<file path="src/ecgp_pkg.sv">
// Shared types, constants and exp tables for the exponential cluster grid point unit.
// Depends on nothing; imported by ecgp_exp, the top level and the testbench.
`default_nettype none

package ecgp_pkg;

    localparam int MAX_POINTS = 1024;

    typedef struct packed {
        logic [9:0] column_index;
        logic [9:0] row_index;
    } t_req;

    typedef struct packed {
        logic [16:0] x_coord;
        logic [20:0] y_coord;
        logic        index_error;
    } t_res;

    typedef struct packed {
        logic        valid;
        logic        err;
        logic        bot;
        logic        top;
        logic        up;
        logic [16:0] x;
        logic [20:0] h;
    } t_tag;

    typedef logic [30:0] t_ftab [65];
    typedef logic [30:0] t_wtab [17];

    // shift and subtract quotient, elaboration only
    function automatic longint unsigned long_div(longint unsigned num, longint unsigned den);
        longint unsigned quo;
        longint unsigned rem;
        quo = 64'd0;
        rem = 64'd0;
        for (int b = 63; b >= 0; b--) begin
            rem = {rem[62:0], num[b]};
            quo = {quo[62:0], 1'b0};
            if (rem >= den) begin
                rem    = rem - den;
                quo[0] = 1'b1;
            end
        end
        return quo;
    endfunction

    function automatic t_ftab mk_frac();
        t_ftab           tab;
        longint unsigned term;
        longint unsigned sum;
        logic            done;
        for (int k = 0; k < 65; k++) begin
            term = 64'd1 << 32;
            sum  = term;
            done = 1'b0;
            for (int n = 1; n <= 24; n++) begin
                if (!done) begin
                    term = long_div(term * 64'(k), 64'(64 * n));
                    if (term == 64'd0) begin
                        done = 1'b1;
                    end else begin
                        sum = sum + term;
                    end
                end
            end
            tab[k] = 31'(long_div((64'd1 << 62) + (sum >> 1), sum));
        end
        return tab;
    endfunction

    function automatic t_wtab mk_whole();
        t_ftab           ft;
        t_wtab           tab;
        longint unsigned v;
        ft     = mk_frac();
        v      = 64'd1 << 30;
        tab[0] = 31'(v);
        for (int j = 1; j < 17; j++) begin
            v      = (v * 64'(ft[64]) + (64'd1 << 29)) >> 30;
            tab[j] = 31'(v);
        end
        return tab;
    endfunction

    localparam t_ftab FRAC_TAB  = mk_frac();
    localparam t_wtab WHOLE_TAB = mk_whole();

endpackage

`default_nettype wire

</file>
<file path="src/ecgp_exp.sv">
// Five-stage exp(-u) unit: table lookup, linear interpolation, whole-part scaling, Q1.30 out.
// Depends on ecgp_pkg for the fraction and whole-number tables.
`default_nettype none

module ecgp_exp
    import ecgp_pkg::*;
#(
    parameter int SW = 1
) (
    input  wire logic          i_clk,
    input  wire logic          i_rst_n,
    input  wire logic          i_en,
    input  wire logic [21:0]   i_u,
    input  wire logic [SW-1:0] i_side,
    output logic      [30:0]   o_e,
    output logic      [SW-1:0] o_side
);

    logic [5:0]  w_j;
    logic [5:0]  w_k;
    logic [30:0] w_a;
    logic [30:0] w_b;
    logic [30:0] w_bm;
    logic [30:0] w_p;

    logic [30:0] r1_a;
    logic [30:0] r1_dif;
    logic [9:0]  r1_r;
    logic [30:0] r1_p;
    logic [40:0] r2_m;
    logic [30:0] r2_a;
    logic [30:0] r2_p;
    logic [30:0] r3_v;
    logic [30:0] r3_p;
    logic [61:0] r4_w;
    logic [30:0] r5_e;
    logic [SW-1:0] r_side [5];

    assign w_j  = i_u[21:16];
    assign w_k  = i_u[15:10];
    assign w_a  = FRAC_TAB[{1'b0, w_k}];
    assign w_b  = FRAC_TAB[7'({1'b0, w_k}) + 7'd1];
    assign w_bm = (w_b > w_a) ? w_a : w_b;
    assign w_p  = (w_j > 6'd16) ? 31'd0 : WHOLE_TAB[w_j[4:0]];

    always_ff @(posedge i_clk) begin
        if (i_en) begin
            r1_a   <= w_a;
            r1_dif <= w_a - w_bm;
            r1_r   <= i_u[9:0];
            r1_p   <= w_p;
            r2_m   <= 41'(r1_dif) * 41'(r1_r);
            r2_a   <= r1_a;
            r2_p   <= r1_p;
            r3_v   <= r2_a - 31'((r2_m + 41'd512) >> 10);
            r3_p   <= r2_p;
            r4_w   <= 62'(r3_v) * 62'(r3_p);
            r5_e   <= 31'((r4_w + (62'd1 << 29)) >> 30);
        end
    end

    always_ff @(posedge i_clk) begin
        if (!i_rst_n) begin
            for (int s = 0; s < 5; s++) r_side[s] <= '0;
        end else if (i_en) begin
            r_side[0] <= i_side;
            for (int s = 1; s < 5; s++) r_side[s] <= r_side[s-1];
        end
    end

    assign o_e    = r5_e;
    assign o_side = r_side[4];

endmodule

`default_nettype wire

</file>
<file path="config.mk">
export PLATFORM = sky130hd
export DESIGN_NAME = ecgp_exp
export DESIGN_NICKNAME = d
export VERILOG_FILES = /design/src/ecgp_pkg.sv /design/src/ecgp_exp.sv
export SDC_FILE = /design/constraint.sdc
export NUM_CORES = 2
export LEC_CHECK = 0
export BUFFER_PORTS_ARGS = -buffer_cell sky130_fd_sc_hd__buf_2
export CAP_MARGIN = 10
export CELL_PAD_IN_SITES_DETAIL_PLACEMENT = 1
export CELL_PAD_IN_SITES_GLOBAL_PLACEMENT = 2
export CORE_ASPECT_RATIO = 1.4
export CORE_MARGIN = 4
export CORE_UTILIZATION = 39
export DETAILED_ROUTE_END_ITERATION = 6
export HOLD_SLACK_MARGIN = 0.05
export PLACE_DENSITY_LB_ADDON = 0.05
export REMOVE_ABC_BUFFERS = 1
export SYNTH_ARGS = -nofsm -noshare
export SYNTH_HDL_FRONTEND = slang
export SYNTH_SLANG_ARGS = --single-unit
</file>
<file path="constraint.sdc">
create_clock -name i_clk -period 7.9 [get_ports i_clk]
set_clock_uncertainty 0.2 [all_clocks]
set_input_delay 0 -clock i_clk [delete_from_list [all_inputs] [get_ports i_clk]]
set_output_delay 0 -clock i_clk [all_outputs]
set_load 0.005 [all_outputs]
</file>
# [Yosys cells after proc, flatten, opt, wreduce, memory -nomap -nowiden]
# Memory sizes are Yosys's and may differ from the RTL's. A register that Yosys moved wholly into a read port is not among the register bits.
# Index checks and enable logic that the tools add are counted.
[op_classes] bitwise_logic=8 n_shift=0 n_addsub=5 eq_ne=0 order_cmp=4 div=0 mux=14 n_mul=2 n_reduce_logical=0
[ops] cell="$mux 31" count=5
[ops] cell="$sub 31x31->31" count=2
[ops] cell="$add 61x30->61 const B" count=1
[ops] cell="$mul 31x31->61" count=1
[ops] cell="$add 41x10->41 const B" count=1
[ops] cell="$mul 31x10->41" count=1
[ops] cell="$gt 31x31->1" count=1
[ops] cell="$ge 8x8->1 const B" count=2
[ops] cell="$mux 1" count=9
[ops] cell="$not 6->8" count=1
[ops] cell="$not 7->8" count=1
[ops] cell="$add 6x1->7 const B" count=1
[ops] cell="$gt 6x5->1 const B" count=1
[ops] cell="$not 5->6" count=1
[ops] cell="$or 1x1->1" count=5
[word_totals] mem_count=4 romBits=8928 mem_bits_rw=5 latch_bits=0 out_inout_bits=32 register_bits=329
[memory_table] memory="(name not given)" words=128 word_bits=31 read_ports=1 rd_ports_with_merged_regs=0 wr=0 line_no="ecgp_exp.sv:42" rtl="assign w_b = FRAC_TAB[7'({1'b0, w_k}) + 7'd1];"
[memory_table] memory="(name not given)" words=128 word_bits=31 read_ports=1 rd_ports_with_merged_regs=0 wr=0 line_no="ecgp_exp.sv:41" rtl="assign w_a = FRAC_TAB[{1'b0, w_k}];"
[memory_table] memory="(name not given)" words=32 word_bits=31 read_ports=1 rd_ports_with_merged_regs=1 wr=0 line_no="ecgp_exp.sv:44" rtl="assign w_p = (w_j > 6'd16) ? 31'd0 : WHOLE_TAB[w_j[4:0]];"
[memory_table] memory="r_side" words=5 word_bits=1 read_ports=5 rd_ports_with_merged_regs=0 wr=5 line_no="ecgp_exp.sv:37" rtl="logic [SW-1:0] r_side [5];"

# [Longest topological paths before layout]
[depth] word_depth=8 depth_mapped=38 depth_no_buf=34

# [Worst setup path after synthesis]
# Ideal clock, no wire load.
[synth_timing] kind="register to register" from="reg r3_v[21]" to="reg r4_w[49], data pin" path_stages_with_launch=26 required_ns=7.438 t_arrival_ns=7.038 setup_slack_ns=0.400 path_cell_list="edfxtp_1 clkbuf_1 clkbuf_1 nand2_1 fa_1 fa_1 fa_1 fa_1 inv_1 fa_1 fa_1 fa_1 inv_1 fa_1 inv_1 ha_1 a21oi_1 o21ai_1 or4_1 a221oi_1 nor2_1 a21oi_1 o41ai_2 o41ai_2 o21ai_1 xor2_1"
[synth_between] elab_chain_cells=1
[synth_rtl] element="start: declaration" line_no="ecgp_exp.sv:33" rtl="logic [30:0] r3_v;"
[synth_rtl] element="start signal: assignment" line_no="ecgp_exp.sv:55" rtl="r3_v <= r2_a - 31'((r2_m + 41'd512) >> 10);"
[synth_rtl] element="$mul 31x31->61" line_no="ecgp_exp.sv:57" rtl="r4_w <= 62'(r3_v) * 62'(r3_p);"
[synth_rtl] element="end signal: assignment" line_no="ecgp_exp.sv:57"
[synth_rtl] element="end: declaration" line_no="ecgp_exp.sv:35" rtl="logic [61:0] r4_w;"
# Every way passes these cells.
# A chain may end at the register's enable or synchronous reset.

# [Final worst setup path]
[layout_timing] from="reg r3_p[5]" to="reg r4_w[59], data pin"
[layout_between] elab_chain_cells=1
[layout_rtl] element="start: declaration" line_no="ecgp_exp.sv:34" rtl="logic [30:0] r3_p;"
[layout_rtl] element="start signal: assignment" line_no="ecgp_exp.sv:56" rtl="r3_p <= r2_p;"
[layout_rtl] element="$mul 31x31->61" line_no="ecgp_exp.sv:57"
# Every way passes these cells.

==> impl_metrics.yaml <==
status:
  status: "completed"
synth:
  yosysTopAreaCellShare: 0.343
  syn-cell-area_um2: 58600
  ys_ff_latch: 318
  synth_edf_count: 318
  postSynthCellCount: 6286
  ys_seq_area_frac: 0.163
  synth_top_area_cell: "fa_1"
  avgSynthCellArea_um2: 9.32
  yosys_warnings: 0
  async_flop_share: 0
  synth_cell_types: 93
  synth.most_common_cell: "inv_1"
  netlist_top_cells_count: "inv_1, fa_1, nand2_1"
  synth_area_leaders: "fa_1, edfxtp_1, ha_1"
  ys_dominant_reg_cell: "edfxtp_1"
clock_network:
  cts_tree: "yes"
  clock_sinks: 318
  clockBufferDepth: 3
  insertion_delay_ps: 630
  cts_buffers: 37
  h-tree-depth: 2
  cts_root_buffer: "clkbuf_16"
  clk_pin_slew_worst_paths_ps: 70
critical_path:
  cp_slowest_cell: "fa_1"
  crit_fanout: 5
  crit_family: "adder cells"
  critPathBufInv: 6
  cpMostUsedCell: "fa_1"
  worstPathRequired_ps: 8070
  worstPathArrival_ps: 7960
  path_class: "register to register"
  cp-start-kind: "register"
  endpoint_kind: "register"
  slowest_delay_ps: 580
die:
  core_region_area_um2: 149000
  rows: 168
  io_pins: 58
  dieArea_um2: 157000
  fp.dieW_um: 336
  start_util: 0.392
  die_y_um: 467
sta:
  tightest_slew_ps: 1000
  max-slew-margin-rel: 0.334
  drv_slew: 0
  rsz0062_at_grt: "true"
  fmax_mhz: 128
  setup_violations: 0
  finalHoldViolCount: 0
  post-route-min-period_ps: 7790
  finalCritPeriodShare: 0.986
placement:
  post_dp_cell_area_um2: 64000
  io_buffers: 57
  hpwl_mm: 166
  place_congestion: 0.902
layout:
  final_cell_area_um2: 66500
  layout-drive-gt1-share: 0.116
  area_growth_pct: 13.5
  finish.utilization: 0.445
  final_net_count: 8062
grt:
  use_met1: 0.289
  grt_use_total: 0.259
  met2_usage: 0.504
  grt_pass1_wl_mm: 308
  grt.overflow.total: 0
  use_met3: 0.0161
  grt_pass1_vias: 51400
  antenna_found_initial: 4
  grt_max_degree: 166
  grt-busiest-layer: "met2"
run:
  max_cap_viol_count: 0
route:
  dr.pass1.iters: 6
  routed_wl_mm: 200
  num_vias: 44800
  antenna_left: 0
  wl_per_cell_um: 23.5
  drc: 0
  drt-vias-per-instance: 5.26
  drt-initial-drc-count: 2038
worst_hold_path:
  min_path_type: "input pin to register"
what timing repair did:
| item | in CTS | in global routing |
|---|---|---|
| setup endpoints to repair | 20 | 20 |
| gates resized for setup | 24 | 130 |
| hold endpoints to repair | 140 | 0 |
| hold buffers | 36 | 0 |
| setup buffers | 6 | 24 |
| pin swaps | 15 | 137 |
| gates cloned | 0 | 1 |
flip-flops by register name (all words and copies together) (netlist names):
name    cells
r1_r       10
r2_m       32
r1_dif     31
r3_v       31
r3_p       28
r2_p       28
r2_a       31
r_side      5
r4_w       32
r1_p       28
o_e        31
r1_a       31
through the flow:
step | setup TNS, ps | setup slack, ps | std cells | hold slack (ps)
final | 0 | 108 | 8510 | 145
after global routing | -377 | -102 | 8509 | 150
after CTS | -59.6 | -30.8 | 8484 | 108
after detailed placement | -3320 | -363 | 8377 | -21.7
after global placement | -1860 | -340 | 8377 | -21.0
after floorplan | -58350 | -2610 | 5912 | -101
layout make-up:
cell class / count / area [um2]
diodes: 2 / 5.00
clock buffers: 44 / 952
clock inverters: 21 / 245
fillers: 17000 / 83000
inverters: 1064 / 3990
multi-input cells: 4530 / 44200
flip-flops and latches: 318 / 9550
well taps: 1955 / 2450
repair buffers: 576 / 5080
layout by cell type, fill, tap and decap left out, drive strengths merged, types with 17 or more instances in the layout:
cell type	count
a211oi	47
a21o	80
a21oi	234
a31oi	30
and2	615
and3	34
buf	539
clkbuf	45
dlygate4sd3	36
edfxtp	318
fa	1005
ha	504
inv	1065
mux2i	22
nand2	804
nand2b	20
nand3	74
nand4	39
nor2	237
nor2b	33
nor3	65
o211ai	32
o21a	30
o21ai	184
o21bai	17
o311ai	21
xnor2	131
xor2	61
final timing paths:
kind	depth (start not counted)	slack [ps]	start	endpoint
setup / recovery	25	110	r3_p[5]$_DFFE_PP_	r4_w[59]$_DFFE_PP_
hold / removal	3	150	i_u[21]	r1_p[6]$_SDFFCE_PP0P_
hold reg to reg	0	200	r1_a[0]$_DFFE_PP_	r2_a[0]$_DFFE_PP_
setup reg to reg	25	110	r3_p[5]$_DFFE_PP_	r4_w[59]$_DFFE_PP_
per-layer routing:
| layer | vias up | wire length [um] | share of wire |
|---|---|---|---|
| met3 | 362 | 3980 | 0.020 |
| li1 | 20400 | - | - |
| met4 | 0 | 10000 | 0.050 |
| met5 | - | 0 | 0 |
| met1 | 23400 | 76600 | 0.38 |
| met2 | 650 | 110000 | 0.55 |
worst reg2reg max path: stages, from the launching register on:
cell and delay (ps):
edfxtp_1 430, buf_6 160, buf_6 120, and2_4 160, fa_1 560, fa_1 440
fa_1 500, inv_1 60, fa_1 470, inv_1 50, fa_1 470, fa_1 580
fa_1 450, fa_1 580, ha_4 220, buf_4 130, a21o_1 180, a21o_1 160
a221o_1 330, a31oi_1 140, buf_4 180, o41ai_4 110, a2111o_1 490, a31oi_2 170
o21bai_1 110, xnor2_1 130
kinds of logic after synthesis:
kind of cell	Yosys count	synth area share
XOR/XNOR	192	0.0287
AND/OR/NAND/NOR	1973	0.164
flip-flops	318	0.163
AO/OA/AOI/OAI	823	0.0928
multiplexers	33	0.00760
adder cells (fa/ha/maj)	1509	0.451
buffers and inverters	1438	0.0927
Power is left out: the tool's default activity adds up to more than one toggle a clock period on the data nets, which glitch-free logic cannot reach.
