==> src/ecgp_div.sv <==
// Pipelined restoring divider, one quotient bit per stage, with overflow flag and sideband.
// Standalone; used by the top level of the grid point unit.
`default_nettype none

module ecgp_div #(
    parameter int NW = 28,
    parameter int DW = 11,
    parameter int QW = 17,
    parameter int SW = 2
) (
    input  wire logic          i_clk,
    input  wire logic          i_rst_n,
    input  wire logic          i_en,
    input  wire logic [NW-1:0] i_num,
    input  wire logic [DW-1:0] i_den,
    input  wire logic [SW-1:0] i_side,
    output logic      [QW-1:0] o_quo,
    output logic               o_ovf,
    output logic      [SW-1:0] o_side
);

    localparam int RW = NW - QW;
    localparam int CW = (RW > DW) ? RW : DW;

    logic [DW-1:0] w_rem  [QW+1];
    logic [QW-1:0] w_lq   [QW+1];
    logic [DW-1:0] w_den  [QW+1];
    logic          w_ovf  [QW+1];
    logic [SW-1:0] w_side [QW+1];

    assign w_rem[0]  = DW'(i_num[NW-1:QW]);
    assign w_lq[0]   = i_num[QW-1:0];
    assign w_den[0]  = i_den;
    assign w_ovf[0]  = CW'(i_num[NW-1:QW]) >= CW'(i_den);
    assign w_side[0] = i_side;

    for (genvar g = 0; g < QW; g++) begin : g_step
        logic [DW:0]   w_try;
        logic          w_ge;
        logic [DW-1:0] n_rem;
        logic [DW-1:0] r_rem;
        logic [QW-1:0] r_lq;
        logic [DW-1:0] r_den;
        logic          r_ovf;
        logic [SW-1:0] r_side;

        assign w_try = {w_rem[g], w_lq[g][QW-1]};
        assign w_ge  = w_try >= {1'b0, w_den[g]};
        assign n_rem = w_ge ? DW'(w_try - {1'b0, w_den[g]}) : DW'(w_try);

        always_ff @(posedge i_clk) begin
            if (i_en) begin
                r_rem <= n_rem;
                r_lq  <= {w_lq[g][QW-2:0], w_ge};
                r_den <= w_den[g];
                r_ovf <= w_ovf[g];
            end
        end

        always_ff @(posedge i_clk) begin
            if (!i_rst_n) begin
                r_side <= '0;
            end else if (i_en) begin
                r_side <= w_side[g];
            end
        end

        assign w_rem[g+1]  = r_rem;
        assign w_lq[g+1]   = r_lq;
        assign w_den[g+1]  = r_den;
        assign w_ovf[g+1]  = r_ovf;
        assign w_side[g+1] = r_side;
    end

    assign o_quo  = w_lq[QW];
    assign o_ovf  = w_ovf[QW];
    assign o_side = w_side[QW];

endmodule

`default_nettype wire

==> config.mk <==
export PLATFORM = sky130hd
export DESIGN_NAME = ecgp_div
export DESIGN_NICKNAME = d
export VERILOG_FILES = /design/src/ecgp_div.sv
export SDC_FILE = /design/constraint.sdc
export NUM_CORES = 1
export LEC_CHECK = 0
export ABC_AREA = 1
export ABC_CLOCK_PERIOD_IN_PS = 3100
export BUFFER_PORTS_ARGS = -buffer_cell sky130_fd_sc_hd__buf_2
export CAP_MARGIN = 20
export CELL_PAD_IN_SITES_DETAIL_PLACEMENT = 0
export CELL_PAD_IN_SITES_GLOBAL_PLACEMENT = 1
export CORE_ASPECT_RATIO = 0.7
export CORE_UTILIZATION = 45
export DETAILED_ROUTE_END_ITERATION = 10
export PLACE_DENSITY_LB_ADDON = 0.1
export SETUP_SLACK_MARGIN = 0.4
export SLEW_MARGIN = 40
export SYNTH_ARGS = -nofsm -noshare
export SYNTH_HDL_FRONTEND = slang
export SYNTH_SLANG_ARGS = --single-unit
==> constraint.sdc <==
create_clock -name i_clk -period 3.1 [get_ports i_clk]
set_clock_uncertainty 0.2 [all_clocks]
set_input_delay 0.465 -clock i_clk [delete_from_list [all_inputs] [get_ports i_clk]]
set_output_delay 0.465 -clock i_clk [all_outputs]
set_load 0.05 [all_outputs]
Word-level counts from Yosys, hierarchy flattened --
Index checks and enable logic that the tools add are counted.
Cells by class: add/subtract/negate cells 16, $lt $le $gt $ge 18, mux-type cells 16
Operators with widths (count):
- >= comparator 12 x 11 -> 1 bit | 17
- 2-to-1 mux 11 bit | 16
- subtractor 11 bit | 16
- >= comparator 11 bit | 1
Storage, ports and cells: bits in registers 692, output and inout port bits 20, word-level logic and storage cells 133

Depth between registers and ports, before layout --
Gate-level depths: netlist of run 1.
word-level depth 2, mapped depth 11, gate-level depth less buffers 11

Worst setup path after synthesis of run 1 --
No wires, ideal clock.
path kind input-to-reg, start point input i_num[16], end point register g_step[0].r_rem[2], data pin, setup time 254 ps, arrival time 1810 ps, data required time 2646 ps, path slack 836 ps, stages 10, path buffers 1, cells stage by stage inv_1 > ha_1 > fa_1 > inv_1 > nand3_1 > nand3_1 > nand2_2 > nand4_4 > buf_8 > o21ai_2
Between the ends: word-level cells in the longest chain between the ends 2, elaborated cells on any way between the ends 3, classes of those cells 1 x add/sub; 1 x order compare; 1 x mux
Ends and longest elaborated chain:
- start: declaration | line 14 | input wire logic [NW-1:0] i_num,
- >= comparator 12 x 11 -> 1 bit | line 48 | assign w_ge = w_try >= {1'b0, w_den[g]};
- net g_step[0].w_ge | line 39 | logic w_ge;
- 2-to-1 mux 11 bit | line 49 | assign n_rem = w_ge ? DW'(w_try - {1'b0, w_den[g]}) : DW'(w_try);
- net g_step[0].n_rem[2] | line 40 | logic [DW-1:0] n_rem;
- end signal: assignment | line 53 | r_rem <= n_rem;
- end: declaration | line 41 | logic [DW-1:0] r_rem;
The timed path passes the listed nets, and every way through them passes these cells. A chain may end at the register's enable or synchronous reset.

Final worst setup path of run 1 --
start point register g_step[10].r_den[0], end point register g_step[11].r_rem[1], data pin
Between the ends: word-level cells in the longest chain between the ends 2, elaborated cells on any way between the ends 3, classes of those cells 1 x add/sub; 1 x order compare; 1 x mux
Ends and longest elaborated chain:
- start: declaration | line 43 | logic [DW-1:0] r_den;
- start signal: assignment | line 55 | r_den <= w_den[g];
- subtractor 11 bit or >= comparator 12 x 11 -> 1 bit (tied branches) | line 49, 48
- 2-to-1 mux 11 bit * | line 49
- net g_step[11].n_rem[1] | line 40
- end signal: assignment | line 53
- end: declaration | line 41
Mark *: on every way through the listed nets, which the timed path passes. The rest lies on a longest branch.

==> flow_summary.ini, run 1 <==
[clocking]
cts_tree = yes
cts_sinks = 692
cts_made_buffers = 72
cts_root_buf = clkbuf_16
clkTransAtPathRegs_ns = 0.07
insertion_delay_ns = 0.62
htree_levels = 3
cts_max_path_buffers = 3

[setup_path]
worstPathArrival_ns = 2.77
cp_max_fo = 14
reg2reg_to = g_step[11].r_rem[1]
r2r_slack_ns = 0.49
timing.rr.start = g_step[10].r_den[0]
worstPathRequired_ns = 3.26
reg2reg_depth = 9
worst_setup_path_start_kind = flip-flop
cp-end-kind = flip-flop
critPathKind = reg -> reg

[logic_synthesis]
syn_nets = 3784
yosys_warnings = 0
synth_cell_types = 35
synth_edf_count = 658
synth.yosys.seq_area_share_pct = 56.9
synth-async-reset-ratio_pct = 0
netlist_area_um2 = 35900
ys_ff_latch = 692
synth.avg_cell_area_um2 = 10.2
yosys_most_used_dff = edfxtp_1
postSynthCellCount = 3526

[hold_path]
hold_end = g_step[0].r_lq[2]
hold_class = in -> reg
whs_path_depth = 1
worstHoldStart = i_en

[timing]
tightest_slew_ns = 0.598
min_period_ns = 2.61
period_share_pct = 84.1
fmax_mhz = 384
drv_slew = 0
rsz0062_at_grt = yes
fin_tns_setup_ns = 0
fin_ws_ns = 0.493
slew_headroom_pct = 60.1
hold_viol = 0
finalSetupViolCount = 0
timing.hold.ws_ns = 0.0346

[pwr]
power_mw = 36.0
p_per_area_nw_per_um2 = 890
irDropWorstVdd_v = 0.000420
p_leak_nw = 17.9

[die]
num_io_pins = 64
die-width_um = 340
rows = 86
initial_core_util_pct = 45.6
die_h_um = 238
design.die.area_um2 = 81000
core_um2 = 78900

[finish]
layoutNonFillerInstCount = 4812
area_growth_pct = 12.5
final_common_cell = nand2_1
layout-drive-gt1-share_pct = 12.8
diodes = 0
fin_nets = 3958
fin_util_pct = 51.2
fin_area_um2 = 40400
fillers = 7101
final_cell_mix = nand2_1, edfxtp_1, inv_1

[grt]
grt_pass1_vias = 22787
grt_overflow = 0
grt_pass1_wl_um = 127000
grt.total_usage_pct = 20.0
grt_antenna_before_repair = 2
grt_max_degree = 107

[route]
vias_per_cell = 4.99
drt_iter0_markers = 2117
postRouteAntennaNets = 0
num_vias = 24026
drt_pass1_iterations = 6
wl_per_cell_um = 16.7
remaining_drc_errors = 0
routed_wl_um = 80300

[place]
port_buffers = 63
dp_hpwl_um = 59900
dpl_worst_slack_ns = 0.176
dp_cells = 4628
globalplace.congestion = 0.889
place_area_um2 = 37500

[run]
cap_violations = 0

[run_status]
status = finished, final reports clean
-- synthesized netlist by cell type, types with 17 or more instances --
| cell type | count | share of area (%) |
|---|---|---|
| nand3b_1 | 64 | 1.3 |
| o21ai_2 | 33 | 0.80 |
| dfxtp_1 | 34 | 1.9 |
| edfxtp_1 | 658 | 55 |
| nand4_1 | 147 | 2.6 |
| inv_1 | 592 | 6.2 |
| nand2_1 | 946 | 9.9 |
| xor2_1 | 32 | 0.78 |
| o21ai_0 | 70 | 0.98 |
| nor2_1 | 197 | 2.1 |
| ha_1 | 198 | 6.9 |
| nand3_2 | 65 | 1.8 |
| or2_2 | 17 | 0.30 |
| nor2_2 | 53 | 0.92 |
| a21oi_1 | 57 | 0.79 |
| nand2_2 | 29 | 0.50 |
| nand3_1 | 165 | 2.3 |
-- critical path: stages (launching register included) --
cell	delay [ns]
edfxtp_1	0.45
ha_1	0.24
fa_1	0.41
inv_1	0.13
nand3_1	0.09
nand3_2	0.14
nand2_2	0.14
nand4_4	0.25
buf_4	0.18
o21ai_2	0.10
-- worst max path at each step --
stage | slack (ns) | from | depth (start not counted) | end
floorplan | 0.84 | i_num[16] | 10 | g_step[0].r_rem[2]
global placement | 0.09 | g_step[10].r_den[0] | 8 | g_step[11].r_rem[1]
detailed placement | 0.18 | g_step[10].r_den[0] | 8 | g_step[11].r_rem[1]
CTS | 0.41 | g_step[10].r_den[0] | 9 | g_step[11].r_rem[1]
global route | 0.36 | g_step[10].r_lq[16] | 10 | g_step[11].r_rem[1]
finish | 0.49 | g_step[10].r_den[0] | 9 | g_step[11].r_rem[1]
-- registers in the layout, indices dropped and copies added (netlist names) --
signal / cells
g_step.r_ovf: 16
g_step.r_rem: 176
o_side: 2
o_ovf: 1
g_step.r_den: 176
o_quo: 17
g_step.r_side: 32
g_step.r_lq: 272
-- layout make-up --
type / count / area (µm²) / share of cell area [%]
Clock buffer: 86 / 1900 / 4.69
Clock inverter: 44 / 518 / 1.28
Inverter: 607 / 2280 / 5.64
Multi-Input combinational cell: 2188 / 12900 / 31.9
Sequential cell: 692 / 20400 / 50.6
Tap cell: 1056 / 1320 / 3.27
Timing Repair Buffer: 139 / 1080 / 2.67
-- layer usage --
metal | wire [µm] | GRT usage, % | vias up
met5 | 0 | 0 | -
met1 | 43700 | 32.9 | 11209
met2 | 30900 | 26.5 | 583
met4 | 1300 | 4.79 | 0
li1 | - | - | 12141
met3 | 4340 | 3.37 | 93
-- report_power, final --
| group | leakage [nW] | switching [mW] | internal [mW] |
|---|---|---|---|
| Combinational | 10.0 | 8.59 | 4.76 |
| Sequential | 6.72 | 1.11 | 12.6 |
| Clock | 1.17 | 3.73 | 5.18 |
-- kinds of logic (layout without fill, tap and decap cells) --
family | after synthesis | in the layout | share of synthesized area (%)
buffers and inverters | 648 | 876 | 7.37
AND/OR/NAND/NOR | 1731 | 1733 | 23.6
AO/OA/AOI/OAI | 193 | 193 | 3.21
adder cells (fa/ha/maj) | 214 | 214 | 7.79
XOR/XNOR | 48 | 48 | 1.17
flip-flops | 692 | 692 | 56.9
-- repair_timing --
action | CTS | global route
cloned | 0 | 2
pin swaps | 0 | 2
gates resized for setup | 2 | 4
endpoints found under the setup margin | 2 | 14
hold endpoints to repair | 33 | 0
setup buffers | 1 | 18
hold buffers | 33 | 0
No activity file was read; power rests on OpenSTA's default activity.
==> run 2: changes to the inputs <==
--- a/config.mk
+++ b/config.mk
@@ -5,8 +5,8 @@
 export SDC_FILE = /design/constraint.sdc
 export NUM_CORES = 1
 export LEC_CHECK = 0
-export ABC_AREA = 1
-export ABC_CLOCK_PERIOD_IN_PS = 3100
+export ABC_AREA = 0
+export ABC_CLOCK_PERIOD_IN_PS = 2700
 export BUFFER_PORTS_ARGS = -buffer_cell sky130_fd_sc_hd__buf_2
 export CAP_MARGIN = 20
 export CELL_PAD_IN_SITES_DETAIL_PLACEMENT = 0
==> constraint.sdc (replaced) <==
create_clock -name i_clk -period 2.7 [get_ports i_clk]
set_clock_uncertainty 0.2 [all_clocks]
set_input_delay 0.405 -clock i_clk [delete_from_list [all_inputs] [get_ports i_clk]]
set_output_delay 0.405 -clock i_clk [all_outputs]
set_load 0.05 [all_outputs]
==> run 2 against run 1 <==
Effect of this change: the flow now finishes with violations (design-rule violations, negative setup slack); core utilization grew 5.0 points; critical path type unchanged; sequential power grew 15%; routed wire length decreased by 20%; via count shrank 18%; highest routed layer unchanged.
==> flow_summary.ini, run 2 <==
[timing]
rsz0062_at_grt = yes
fmax_mhz = 351
fin_ws_ns = -0.151
fin_tns_setup_ns = -2.98
tightest_slew_ns = 0.618
period_share_pct = 106
timing.hold.ws_ns = 0.0717
min_period_ns = 2.85
slew_headroom_pct = 58.8
finalSetupViolCount = 52
hold_viol = 0
drv_slew = 0

[run_status]
status = complete, but fails checks
violations = design-rule violations, negative setup slack

[finish]
reg_top3 = g_step.r_lq: 272 flops, g_step.r_den: 176 flops, g_step.r_rem: 176 flops
multi_input_area_um2 = 12400
largest_reg_flops = 272
area_growth_pct = 23.7
layout-drive-gt1-share_pct = 25.4
fin_nets = 3019
fin_area_um2 = 40300
largest_register = g_step.r_lq
final_common_cell = edfxtp_1
fillers = 5878
regArea_um2 = 20400
fin_util_pct = 56.3
diodes = 0
final_cell_mix = edfxtp_1, inv_1, buf_4

[grt]
grt_pass1_vias = 19331
grt_max_degree = 101
grt_pass1_wl_um = 103000
grt_antenna_before_repair = 0
grt_overflow = 0
grt.total_usage_pct = 17.6

[logic_synthesis]
netlist_top_cells_area = edfxtp_1, ha_1, mux2_2
synth_cell_types = 62
synth_fa_ha_area_share_pct = 8.58
postSynthCellCount = 2371
netlist_area_um2 = 32600
synth_mux_area_share_pct = 6.79
yosys_most_used_dff = edfxtp_1
synth.avg_cell_area_um2 = 13.7
synth_edf_count = 658
yosysTopAreaCell = edfxtp_1
netlist.area_leader.share_pct = 60.6
synth_compound_area_share_pct = 9.04
synth-simple-area-share_pct = 7.66
yosys_warnings = 0
synth-async-reset-ratio_pct = 0
ys_top_cells_by_count = edfxtp_1, inv_1, ha_1
ys_ff_latch = 692
synth-xor-area-share_pct = 1.93
synth_top_family_by_area = compound AO/OA/AOI/OAI gates
syn_nets = 2629
synth.yosys.seq_area_share_pct = 62.7
yosysMostFrequentCell = edfxtp_1

[pwr]
p_per_area_nw_per_um2 = 1060
power_mw = 42.8
p_leak_nw = 16.2
pwr-share-seq_pct = 36.6
p_comb_share_pct = 40.7
pwr-share-clk_pct = 22.7
irDropWorstVdd_v = 0.000523
p_sw_share_pct = 30.8
switchingPower_mw = 13.2
p_int_mw = 29.7

[clocking]
cts_made_buffers = 70
cts_sinks = 692
cts_tree = yes
cts_max_path_buffers = 3
clkTransAtPathRegs_ns = 0.06
htree_levels = 3
cts_root_buf = clkbuf_16
insertion_delay_ns = 0.62

[setup_path]
timing.rr.start = g_step[14].r_den[0]
critPathKind = reg -> reg
crit_path_max_incr_delay_ns = 0.39
reg2reg_depth = 10
worstPathArrival_ns = 3.01
worst_setup_path_start_kind = flip-flop
cp_num_buf_inv = 2
worstPathRequired_ns = 2.86
r2r_slack_ns = -0.15
crit_path_cell_trace = ha_2, fa_2, nor2b_2, o21ai_2, a31oi_1, buf_4, o2111ai_1, o211ai_1, buf_12, mux2_2
critPathTopFamily = compound AO/OA/AOI/OAI gates
cp_max_fo = 11
reg2reg_to = g_step[15].r_rem[2]
cp-end-kind = flip-flop
worst_path_max_delay_cell = edfxtp_1

[route]
wl_per_cell_um = 17.0
drt_pass1_iterations = 8
drt_iter0_markers = 1139
vias_per_cell = 5.21
remaining_drc_errors = 1
num_vias = 19676
routed_wl_um = 64200
postRouteAntennaNets = 0

[hold_path]
whs_path_depth = 3
worstHoldStart = i_den[0]
hold_class = in -> reg
hold_end = g_step[0].r_rem[0]

[die]
die_h_um = 227
initial_core_util_pct = 45.5
num_io_pins = 64
die-width_um = 324
core_um2 = 71600
rows = 82
design.die.area_um2 = 73500

[place]
place_area_um2 = 35700
globalplace.congestion = 0.842
port_buffers = 63
dp_hpwl_um = 43600

[run]
cap_violations = 0
## run 2: changes by cell type in the layout (fill, tap and decap cells not counted), moves of 67 or more
| cell | before | now |
|---|---|---|
| nand2_1 | 946 | 69 |
| inv_1 | 592 | 224 |
| buf_4 | 35 | 181 |
| nand3_1 | 163 | 20 |
| mux2_4 | 0 | 131 |
| nand4_1 | 147 | 30 |
| nor2_1 | 197 | 118 |
| nor2b_1 | 0 | 68 |
| nand3_2 | 67 | 0 |
## run 2: metal layers
| layer | up-vias | GRT usage, % | routed length [µm] |
|---|---|---|---|
| met2 | 284 | 26.7 | 28200 |
| met1 | 9582 | 26.1 | 32400 |
| met5 | - | 0 | 0 |
| met3 | 95 | 3.20 | 2200 |
| li1 | 9715 | - | - |
| met4 | 0 | 4.47 | 1360 |
## run 2: worst register-to-register path: stages (launching register included)
cell       delay, ns
edfxtp_1        0.39
ha_2            0.21
fa_2            0.37
nor2b_2         0.15
o21ai_2         0.08
a31oi_1         0.19
buf_4           0.16
o2111ai_1       0.11
o211ai_1        0.21
buf_12          0.20
mux2_2          0.34
## run 2: kinds of logic (layout without fill, tap and decap cells)
logic type,count (synthesis),count (layout)
buf+inv,269,710
mux,204,204
flops,692,692
simple gates,470,470
compound gates,450,450
xor+xnor,72,72
fa+ha+maj,214,214
## run 2: layout make-up
| type | count | area share, % |
|---|---|---|
| flip-flops and latches | 692 | 50.7 |
| multi-input cells | 1410 | 30.8 |
| repair buffers | 343 | 7.47 |
| clock buffers | 86 | 4.65 |
| well taps | 966 | 3.00 |
| inverters | 244 | 2.30 |
| clock inverters | 37 | 1.04 |
## run 2: worst max-delay path by stage
stage / start / to / slack, ns / cells past startpoint
6_report: g_step[14].r_den[0] / g_step[15].r_rem[2] / -0.15 / 10
5_1_grt: g_step[14].r_lq[16] / g_step[15].r_rem[2] / -0.26 / 11
4_1_cts: g_step[14].r_den[0] / g_step[15].r_rem[2] / -0.14 / 10
3_5_place_dp: i_num[16] / g_step[0].r_rem[2] / -0.16 / 11
3_3_place_gp: i_num[16] / g_step[0].r_rem[2] / -0.16 / 11
2_1_floorplan: i_num[16] / g_step[0].r_rem[3] / 0.10 / 10
## run 2: stage by stage
stage               setup slack, ns  instances
floorplan                     0.105       2371
global placement             -0.164       3504
detailed placement           -0.162       3504
CTS                          -0.143       3745
global route                 -0.261       3778
finish                       -0.151       3778
## run 2: what timing repair did
action                                  in CTS  in global routing
gates cloned                                 8                  1
pin swaps                                   49                 38
buffers inserted                            70                 32
gates resized for setup                    175                 82
endpoints found under the setup margin     177                189
hold endpoints to repair                    53                  0
hold buffers                                40                  0
## run 2: power groups by stage
| stage | logic, mW | registers, mW | clock network [mW] |
|---|---|---|---|
| 6_report | 17.4 | 15.7 | 9.72 |
| 5_1_grt | 19.1 | 15.9 | 10.4 |
| 4_1_cts | 16.9 | 15.7 | 10.1 |
| 3_5_place_dp | 14.8 | 15.8 | 0 |
| 3_3_place_gp | 14.6 | 15.9 | 0 |
| 2_1_floorplan | 11.3 | 15.3 | 0 |
